**config.mk**
```make
export PLATFORM = sky130hd
export DESIGN_NAME = resizable_ring_fifo_core
export DESIGN_NICKNAME = d
export VERILOG_FILES = /design/src/rrf_pkg.sv /design/src/rrf_cell.sv /design/src/resizable_ring_fifo_core.sv
export VERILOG_INCLUDE_DIRS = /design/src /design/src/src
export SDC_FILE = /design/constraint.sdc
export NUM_CORES = 2
export LEC_CHECK = 0
export BUFFER_PORTS_ARGS = -buffer_cell sky130_fd_sc_hd__buf_2
export CORE_MARGIN = 2
export CORE_UTILIZATION = 25
export DETAILED_ROUTE_END_ITERATION = 10
export PLACE_DENSITY = 0.43
export SLEW_MARGIN = 20
export SYNTH_ARGS = -nofsm -noshare
export SYNTH_HDL_FRONTEND = slang
export SYNTH_SLANG_ARGS = --single-unit
```
**constraint.sdc**
```tcl
create_clock -name clk_i -period 6.21 [get_ports clk_i]
set_input_delay 1.863 -clock clk_i [delete_from_list [all_inputs] [get_ports clk_i]]
set_output_delay 1.863 -clock clk_i [all_outputs]
set_load 0.005 [all_outputs]
```
**src/resizable_ring_fifo_core_assert.svh**
```systemverilog
// Assertion macros for the resizable ring FIFO core.
// Included by modules that carry concurrent checks; needs clk_i and rst_ni in scope.
`ifndef RESIZABLE_RING_FIFO_CORE_ASSERT_SVH
`define RESIZABLE_RING_FIFO_CORE_ASSERT_SVH

// Clocked check, disabled while reset is asserted
`define RRF_ASSERT(label, prop, msg) \
  label: assert property (@(posedge clk_i) disable iff (!rst_ni) prop) else $error(msg);

// Clocked check that also holds during reset
`define RRF_ASSERT_ALWAYS(label, prop, msg) \
  label: assert property (@(posedge clk_i) prop) else $error(msg);

`endif

```
**src/rrf_pkg.sv**
```systemverilog
// Shared types and constants for the resizable ring FIFO core.
// No dependencies; imported by rrf_cell and resizable_ring_fifo_core.
package rrf_pkg;

  // Defaults for the top-level parameters
  localparam int MAX_DEPTH_DEF  = 64;
  localparam int DATA_WIDTH_DEF = 32;

  // Capacity after reset
  localparam int CAP_RESET = 16;

  // Fixed field widths of the word channels
  localparam int CMD_W   = 2;
  localparam int WORD_W  = 32;
  localparam int FIELD_W = 7;

  // Register port
  localparam int PADDR_W = 2;
  localparam int PDATA_W = 32;
  localparam logic [PADDR_W-1:0] REG_INIT_CAP = 2'd0;

  // Commands
  typedef enum logic [CMD_W-1:0] {
    CMD_WRITE  = 2'd0,
    CMD_READ   = 2'd1,
    CMD_GROW   = 2'd2,
    CMD_SHRINK = 2'd3
  } rrf_cmd_e;

  // Input word
  typedef struct packed {
    logic [CMD_W-1:0]  command;
    logic [WORD_W-1:0] write_data;
  } rrf_in_t;

  // Result word
  typedef struct packed {
    logic               ok;
    logic [WORD_W-1:0]  read_data;
    logic               is_empty;
    logic [FIELD_W-1:0] occupancy;
    logic [FIELD_W-1:0] capacity;
  } rrf_out_t;

  // Per-cell control from the queue controller
  typedef struct packed {
    logic shift;  // take the neighbor's word (pop the head of the chain)
    logic load;   // this cell is the tail slot: take the pushed word
  } rrf_cell_ctrl_t;

endpackage

```
**src/rrf_cell.sv**
```systemverilog
// One storage cell of the FIFO chain: holds a word, shifts toward the head.
// Depends on rrf_pkg for the cell control struct.
module rrf_cell
  import rrf_pkg::*;
#(
  parameter int DATA_WIDTH = DATA_WIDTH_DEF
) (
  input  logic                  clk_i,
  input  rrf_cell_ctrl_t        ctrl_i,
  input  logic [DATA_WIDTH-1:0] wdata_i,
  input  logic [DATA_WIDTH-1:0] next_i,
  output logic [DATA_WIDTH-1:0] data_o
);

  logic [DATA_WIDTH-1:0] data_q;

  // Shift takes the younger neighbor's word; load takes the pushed word
  always_ff @(posedge clk_i) begin
    if (ctrl_i.shift) begin
      data_q <= next_i;
    end else if (ctrl_i.load) begin
      data_q <= wdata_i;
    end
  end

  assign data_o = data_q;

endmodule

```
**src/resizable_ring_fifo_core.sv**
```systemverilog
// Resizable FIFO core: a chain of word cells, cell 0 always holds the oldest word.
// Result word: registered for each accepted command, valid in the cycle after it.
// Throughput: one command per cycle; the single output register sets this figure,
// and input stalls only while a result waits and out_stall_i is high.
// Reset: queue empty, capacity 16 (limited to MAX_DEPTH); cell contents are not cleared.
// Depends on rrf_pkg, rrf_cell and resizable_ring_fifo_core_assert.svh.
module resizable_ring_fifo_core
  import rrf_pkg::*;
#(
  parameter int MAX_DEPTH  = MAX_DEPTH_DEF,
  parameter int DATA_WIDTH = DATA_WIDTH_DEF
) (
  input  logic               clk_i,
  input  logic               rst_ni,
  // command channel
  input  logic               in_valid_i,
  output logic               in_stall_o,
  input  rrf_in_t            in_word_i,
  // result channel
  output logic               out_valid_o,
  input  logic               out_stall_i,
  output rrf_out_t           out_word_o,
  // register port
  input  logic               psel,
  input  logic               penable,
  input  logic               pwrite,
  input  logic [PADDR_W-1:0] paddr,
  input  logic [PDATA_W-1:0] pwdata,
  output logic [PDATA_W-1:0] prdata,
  output logic               pready
);

  localparam int ADDR_W   = (MAX_DEPTH > 1) ? $clog2(MAX_DEPTH) : 1;
  localparam int CNT_W    = $clog2(MAX_DEPTH + 1);
  localparam int CMP_W    = (CNT_W > FIELD_W) ? CNT_W : FIELD_W;
  localparam int CAP_INIT = (CAP_RESET > MAX_DEPTH) ? MAX_DEPTH : CAP_RESET;

  logic [CNT_W-1:0]      count_q, count_d;
  logic [CNT_W-1:0]      cap_q, cap_d;
  logic [FIELD_W-1:0]    cfg_q;
  logic                  out_valid_q;
  rrf_out_t              out_q;

  logic                  accept;
  logic                  cfg_wr;
  logic                  full;
  logic                  ok;
  logic                  do_shift;
  logic                  do_load;
  logic [CNT_W-1:0]      cfg_cap;
  logic [CMP_W-1:0]      cfg_val;
  logic [DATA_WIDTH-1:0] wdata;

  rrf_cell_ctrl_t        cell_ctrl [MAX_DEPTH];
  logic [DATA_WIDTH-1:0] cell_data [MAX_DEPTH];

  // Handshakes
  assign accept     = in_valid_i && !in_stall_o;
  assign in_stall_o = out_valid_q && out_stall_i;
  assign cfg_wr     = psel && penable && pwrite && pready && (paddr == REG_INIT_CAP);
  assign pready     = 1'b1;
  assign prdata     = (paddr == REG_INIT_CAP) ? PDATA_W'(cfg_q) : '0;

  // Capacity from the register write, limited to 1..MAX_DEPTH
  always_comb begin
    cfg_val = CMP_W'(pwdata[FIELD_W-1:0]);
    if (cfg_val == '0) begin
      cfg_cap = CNT_W'(1);
    end else if (cfg_val > CMP_W'(MAX_DEPTH)) begin
      cfg_cap = CNT_W'(MAX_DEPTH);
    end else begin
      cfg_cap = CNT_W'(cfg_val);
    end
  end

  // Command decode and next counters
  assign full  = (count_q >= cap_q);
  assign wdata = DATA_WIDTH'(in_word_i.write_data);

  always_comb begin
    ok       = 1'b0;
    do_shift = 1'b0;
    do_load  = 1'b0;
    count_d  = count_q;
    cap_d    = cap_q;
    case (in_word_i.command)
      CMD_WRITE: begin
        if (!full) begin
          do_load = 1'b1;
          count_d = count_q + 1'b1;
          ok      = 1'b1;
        end
      end
      CMD_READ: begin
        if (count_q != '0) begin
          do_shift = 1'b1;
          count_d  = count_q - 1'b1;
          ok       = 1'b1;
        end
      end
      CMD_GROW: begin
        if (cap_q < CNT_W'(MAX_DEPTH)) begin
          cap_d = cap_q + 1'b1;
          ok    = 1'b1;
        end
      end
      CMD_SHRINK: begin
        if (cap_q > CNT_W'(1)) begin
          // full queue drops its oldest word to keep order
          if (full) begin
            do_shift = 1'b1;
            count_d  = count_q - 1'b1;
          end
          cap_d = cap_q - 1'b1;
          ok    = 1'b1;
        end
      end
      default: begin
        ok = 1'b0;
      end
    endcase
  end

  // Cell controls: shift is broadcast, load hits the tail slot only
  always_comb begin
    for (int i = 0; i < MAX_DEPTH; i++) begin
      cell_ctrl[i].shift = accept && do_shift;
      cell_ctrl[i].load  = accept && do_load && (count_q[ADDR_W-1:0] == ADDR_W'(i));
    end
  end

  // Chain of cells, cell 0 is the head
  for (genvar g = 0; g < MAX_DEPTH; g++) begin : g_cell
    logic [DATA_WIDTH-1:0] next_data;
    if (g == MAX_DEPTH - 1) begin : g_last
      assign next_data = '0;
    end else begin : g_mid
      assign next_data = cell_data[g+1];
    end
    rrf_cell #(
      .DATA_WIDTH(DATA_WIDTH)
    ) u_cell (
      .clk_i  (clk_i),
      .ctrl_i (cell_ctrl[g]),
      .wdata_i(wdata),
      .next_i (next_data),
      .data_o (cell_data[g])
    );
  end

  // Counters and register
  always_ff @(posedge clk_i or negedge rst_ni) begin
    if (!rst_ni) begin
      count_q <= '0;
      cap_q   <= CNT_W'(CAP_INIT);
      cfg_q   <= FIELD_W'(CAP_RESET);
    end else if (cfg_wr) begin
      count_q <= '0;
      cap_q   <= cfg_cap;
      cfg_q   <= pwdata[FIELD_W-1:0];
    end else if (accept) begin
      count_q <= count_d;
      cap_q   <= cap_d;
    end
  end

  // Output valid
  always_ff @(posedge clk_i or negedge rst_ni) begin
    if (!rst_ni) begin
      out_valid_q <= 1'b0;
    end else if (accept) begin
      out_valid_q <= 1'b1;
    end else if (!out_stall_i) begin
      out_valid_q <= 1'b0;
    end
  end

  // Result word
  always_ff @(posedge clk_i) begin
    if (accept) begin
      out_q.ok        <= ok;
      out_q.read_data <= (ok && (in_word_i.command == CMD_READ)) ? WORD_W'(cell_data[0]) : '0;
      out_q.is_empty  <= (count_d == '0);
      out_q.occupancy <= FIELD_W'(count_d);
      out_q.capacity  <= FIELD_W'(cap_d);
    end
  end

  assign out_valid_o = out_valid_q;
  assign out_word_o  = out_q;

  // Checks
  `include "resizable_ring_fifo_core_assert.svh"

  `RRF_ASSERT(a_count_le_cap, count_q <= cap_q, "occupancy above capacity")
  `RRF_ASSERT(a_cap_range, (cap_q >= CNT_W'(1)) && (cap_q <= CNT_W'(MAX_DEPTH)), "capacity out of range")
  `RRF_ASSERT(a_push_counts, (accept && (in_word_i.command == CMD_WRITE) && !full) |=> (count_q == $past(count_q) + 1'b1), "push did not raise occupancy")
  `RRF_ASSERT(a_empty_pop, (accept && (in_word_i.command == CMD_READ) && (count_q == '0)) |=> (out_valid_q && !out_q.ok && (out_q.read_data == '0)), "pop of empty queue reported data")
  `RRF_ASSERT_ALWAYS(a_stall_only_valid, in_stall_o |-> out_valid_q, "input stalled with no pending result")

endmodule

```
* After elaboration in Yosys (flattened, before gate mapping)
Cells that the tools add are included.
Storage, ports and cells: logic and storage cells 443, input bits 75, output and inout port bits 83, flip-flop bits (word level) 2118
Operators by class: equal/unequal tests 67, $add $sub $neg 4, magnitude comparators 4, reduce and logical (&&, ||, !) cells 143, muxes and demuxes 152
Operators by type and width (count):
- two-way mux 32 bit | 126
- equality test 6 bit, second input constant | 32
- nonzero test 2 bit | 64
- equality test 6 x 5 -> 1 bit, second input constant | 16
- two-way mux 7 bit | 13
- logical AND 1 bit | 72
- equality test 6 x 4 -> 1 bit, second input constant | 8
- equality test 6 x 3 -> 1 bit, second input constant | 4
- one-hot mux 7 bit (3 select lines) | 1
- adder 7 x 1 -> 7 bit, second input constant | 2
- logical NOT 7 bit | 2
- one-hot mux 7 bit (2 select lines) | 1
- subtractor 7 x 1 -> 7 bit, second input constant | 2
- equality test 6 x 2 -> 1 bit, second input constant | 2
- two-way mux 1 bit | 9
- greater-or-equal comparator 7 bit | 1
- > comparator 7 x 1 -> 1 bit, second input constant | 1
- > comparator 7 bit, second input constant | 1
- less-than comparator 7 bit, second input constant | 1
- nonzero test 7 bit | 1
- equality test 6 x 1 -> 1 bit, second input constant | 1
- logical NOT 6 bit | 1
- equality test 2 bit, second input constant | 2
- logical NOT 2 bit | 2
- other kinds (5) | 5

* Longest topological paths before layout
depth in word-level cells 7, depth in mapped cells 13, depth with buffers taken out 9

* Modules after synthesis
Synthesis repeated with hierarchy kept, for this count alone.
Second synthesis, totals: cells, all modules 4899, area total of the unflattened synthesis 100863.0 um2
By module, submodules not included:
- rrf_cell | cells an instance 69, sequential area each 960.9 um2, instances 64, area each 1507.7 um2
- resizable_ring_fifo_core | cells an instance 483, sequential area each 1994.4 um2, instances 1, area each 4370.4 um2

* Worst setup path before layout
OpenSTA, ideal clock, no wires.
kind in2reg, from input out_stall_i, to register g_cell[32].u_cell.data_q[0] (enable), buffers on the path 1, stages 6, required time 5.744 ns, setup slack -0.733 ns, setup time 0.466 ns, arrival 6.477 ns, cells stage by stage nand2_1 nand2_1 clkinv_1 clkbuf_1 nand4_1 o21ai_0
Between the ends: cells in the longest elaborated chain, start to end 6, elaborated cells between the ends (all ways) 7
RTL lines:
- from (decl) | line resizable_ring_fifo_core.sv:21 | input logic out_stall_i,
- logical AND 1 bit (*) | line resizable_ring_fifo_core.sv:59 | assign in_stall_o = out_valid_q && out_stall_i;
- logical NOT 1 bit (*) | line resizable_ring_fifo_core.sv:58 | assign accept = in_valid_i && !in_stall_o;
- logical AND 1 bit (*) | line resizable_ring_fifo_core.sv:58
- via accept | line resizable_ring_fifo_core.sv:44 | logic accept;
- logical AND 1 bit (2 in series) | line resizable_ring_fifo_core.sv:128 | cell_ctrl[i].load = accept && do_load && (count_q[ADDR_W-1:0] == ADDR_W'(i));
- nonzero test 2 bit (no source line) (*)
- to (signal assigned) | line rrf_cell.sv:20 | data_q <= next_i;
- to (signal assigned) | line rrf_cell.sv:22 | data_q <= wdata_i;
- to (decl) | line rrf_cell.sv:15 | logic [DATA_WIDTH-1:0] data_q;
Mark *: on every way through the listed nets, which the timed path passes. The rest lies on a longest branch. A chain may end at the register's enable or synchronous reset.

* Worst setup path after layout
from input in_word_i[33] (netlist bit), to register g_cell[21].u_cell.data_q[3] (enable)
Between the ends: cells in the longest elaborated chain, start to end 5, elaborated cells between the ends (all ways) 9
RTL lines:
- from (decl) | line resizable_ring_fifo_core.sv:18 | input rrf_in_t in_word_i,
- branches (longest 4 deep; another with equality test 2 bit)
- nonzero test 2 bit (no source line) (*)
- to (signal assigned) | line rrf_cell.sv:20
- to (signal assigned) | line rrf_cell.sv:22
- to (decl) | line rrf_cell.sv:15
Mark *: on every way between the ends.

==> flow_summary.json <==
{
  "wl_met1_um": 83800,
  "clkSinkCount": 2118,
  "synth_edf_count": 2064,
  "yosysUniqueCellTypes": 67,
  "ir_worst_vdd_uv": 302,
  "synth-seq-cells": 2118,
  "cts_setup_buffers": 0,
  "crit_path_cell_trace": "buf_2, or2_2, a211oi_4, and3_1, nand2_1, o21ai_4, buf_4",
  "async_flop_share_pct": 1.04,
  "power_frac_seq_pct": 50.6,
  "die_h_um": 588,
  "holdBufCountCts": 0,
  "synth_top_family_by_area": "compound AO/OA/AOI/OAI gates",
  "synthMuxAreaShare_pct": 0.492,
  "slowest_stage": "o21ai_4",
  "total_power_mw": 38.0,
  "stdcell_count": 9802,
  "setup_violations": 0,
  "clkTransAtPathRegs_ns": 0.06,
  "crit_path_end_kind": "flip-flop",
  "worst_pin_slew_ns": 1.04,
  "synth_xor_area_share_pct": 0.103,
  "maxCapViolCount": 0,
  "num_io_pins": 158,
  "cts-root-buf": "clkbuf_16",
  "drv_slew": 0,
  "p_clk_share_pct": 33.4,
  "switchingPower_mw": 10.2,
  "area_delta_synth_final_pct": 13.4,
  "slew_headroom_pct": 30.3,
  "synth.avg_cell_area_um2": 16.7,
  "grtUsageTotal_pct": 10.6,
  "synth_compound_gate_area_share_pct": 18.8,
  "post-route-util_pct": 28.4,
  "dieArea_mm2": 0.345,
  "max_freq_mhz": 227,
  "overflow": 0,
  "dp_hpwl_um": 106000,
  "synth_top_area_share_pct": 72.8,
  "gp_congestion": 0.724,
  "vias_per_cell": 4.36,
  "wl_met2_um": 93600,
  "power_density_mw_per_mm2": 393,
  "synth_cells": 5093,
  "wl_met3_um": 5770,
  "crit_path_start_kind": "input port",
  "dr.pass1.iters": 5,
  "synth_fa_ha_area_share_pct": 0.206,
  "yosysWarnings": 0,
  "finalCritPeriodShare_pct": 71.0,
  "worst_path_largest_cell_delay_ns": 0.63,
  "status": "finished clean",
  "finalWirelength_um": 187000,
  "ys_seq_area_share_pct": 74.2,
  "grt_max_degree": 144,
  "antenna_found_initial": 5,
  "hold_violations": 0,
  "cts_buffer_depth": 3,
  "core_mm2": 0.340,
  "layout-drive-gt1-share_pct": 12.7,
  "rsz0062_at_grt": "false",
  "rows": 214,
  "worstPathRequired_ns": 6.67,
  "switching_share_pct": 26.9,
  "clock_latency_ns": 0.85,
  "p_comb_share_pct": 16.0,
  "place_inst": 9393,
  "top_layer_used": "met4",
  "post_drt_wl_per_cell_um": 19.1,
  "hp-class": "flip-flop to flip-flop",
  "postRouteAntennaNets": 0,
  "synth_area_mm2": 0.0851,
  "htreeDepth": 4,
  "nets": 5173,
  "drc": 0,
  "grt_pass1_wl_um": 289000,
  "yosys-top-cells-area": "edfxtp_1 (73%), a21o_1 (18%), buf_6 (3.0%), buf_2 (1.1%), dfxtp_1 (0.75%)",
  "io_buffers": 106,
  "dieWidth_um": 588,
  "cts-buffers-inserted": 225,
  "drt_iter0_drc": 2808,
  "worstPathArrival_ns": 4.88,
  "cts_resized": 0,
  "fin_skew_ns": 0.0845,
  "cts_tree": "yes",
  "leakage_nw": 40.6,
  "dr_total_vias": 42800,
  "start_util_pct": 25.1,
  "p_int_mw": 27.8,
  "fin_crit_ns": 4.41,
  "crit_type": "input port to flip-flop",
  "synth_simple_gate_area_share_pct": 1.51,
  "synth-main-ff-cell": "edfxtp_1",
  "yosys.area.top_type": "edfxtp_1",
  "hold-worst-slack_ns": 0.437,
  "grt_pass1_vias": 45900,
  "path_max_fanout": 16
}
## per-layer routing
metal,GRT usage [%],vias up
met1,13.8,22600
met5,0,-
met2,18.6,552
met3,1.61,273
met4,2.49,0
li1,-,19400
## sequential cells by signal, summed over array words and instances, names as in the netlist
signal,flops
out_valid_o,1
g_cell.u_cell.data_o,2048
out_word_o,48
cfg_q,7
count_q,7
cap_q,7
## cell type report
class                           instances  area (um^2)
Inverter                               17         63.8
Sequential cell                      2118        63200
Clock buffer                          293         6020
Timing Repair Buffer                  253         1960
Antenna cell                            2         5.00
Fill cell                           34200       243000
Multi-Input combinational cell       2469        18700
Tap cell                             4536         5680
Clock inverter                        114          905
## power by group through the flow
stage                     Sequential (mW)  Combinational [mW]  Clock [mW]
after floorplan                      19.4                4.46           0
after global routing                 19.4                6.78        13.7
after CTS                            19.2                6.32        13.1
final                                19.2                6.08        12.7
after global placement               19.5                6.23           0
after detailed placement             19.5                6.28           0
## layout by cell type (no fill, tap or decap), types with 16 or more instances in the layout
cell type	netlist	routed
conb_1	2	26
and2_4	0	32
dfxtp_1	32	32
a21o_1	2017	2017
clkinv_2	0	28
nand2_1	29	29
clkbuf_16	0	228
buf_12	0	26
mux2i_1	34	34
dfrtp_1	20	20
and2_1	73	41
o21ai_4	1	51
inv_1	16	16
nor2_1	61	61
clkbuf_1	71	58
clkinv_1	1	62
buf_2	188	106
buf_4	29	121
edfxtp_1	2064	2064
## critical path: cells and delay by family
kind                   cells  cell delay, ns
AND/OR/NAND/NOR            3            1.17
buffers and inverters      2            0.58
AO/OA/AOI/OAI              2            1.23
## metrics by stage
| stage | TNS [ns] | cell area [um^2] | setup slack [ns] |
|---|---|---|---|
| 3_3_place_gp | 0 | 89600 | 0.820 |
| 5_1_grt | 0 | 96500 | 1.61 |
| 6_report | 0 | 96500 | 1.80 |
| 3_5_place_dp | 0 | 89600 | 0.774 |
| 2_1_floorplan | -70.33 | 85200 | -0.733 |
| 4_1_cts | 0 | 96500 | 1.63 |
## synth_stat cells (all sizes together) (10+ instances only)
| cell type | instances |
|---|---|
| a21oi | 15 |
| ha | 14 |
| nand2 | 30 |
| and2 | 73 |
| xnor2 | 10 |
| dfrtp | 20 |
| clkbuf | 71 |
| edfxtp | 2064 |
| and3 | 14 |
| nor2 | 65 |
| mux2i | 34 |
| a21o | 2018 |
| inv | 16 |
| o21ai | 80 |
| buf | 442 |
| dfxtp | 32 |
## cell families after synthesis
group	Yosys count
XOR/XNOR	10
buffers and inverters	530
AND/OR/NAND/NOR	232
other	2
adder cells (fa/ha/maj)	14
AO/OA/AOI/OAI	2146
flip-flops	2118
multiplexers	41
## path summary, 6_finish.rpt
kind | start | to | slack (ns) | depth (start not counted)
min in group asynchronous | rst_ni | count_q[2] | 1.12 | 1
worst min-delay path | g_cell[41].u_cell.data_o[8] | g_cell[40].u_cell.data_o[8] | 0.44 | 1
worst max-delay path | in_word_i[33] | g_cell[21].u_cell.data_o[3] | 1.80 | 7
max in group asynchronous | rst_ni | out_valid_o | 4.53 | 1
worst max register to register | count_q[2] | g_cell[21].u_cell.data_o[3] | 1.83 | 8
worst min register to register | g_cell[41].u_cell.data_o[8] | g_cell[40].u_cell.data_o[8] | 0.44 | 1
(Power assumes the default switching activity.)
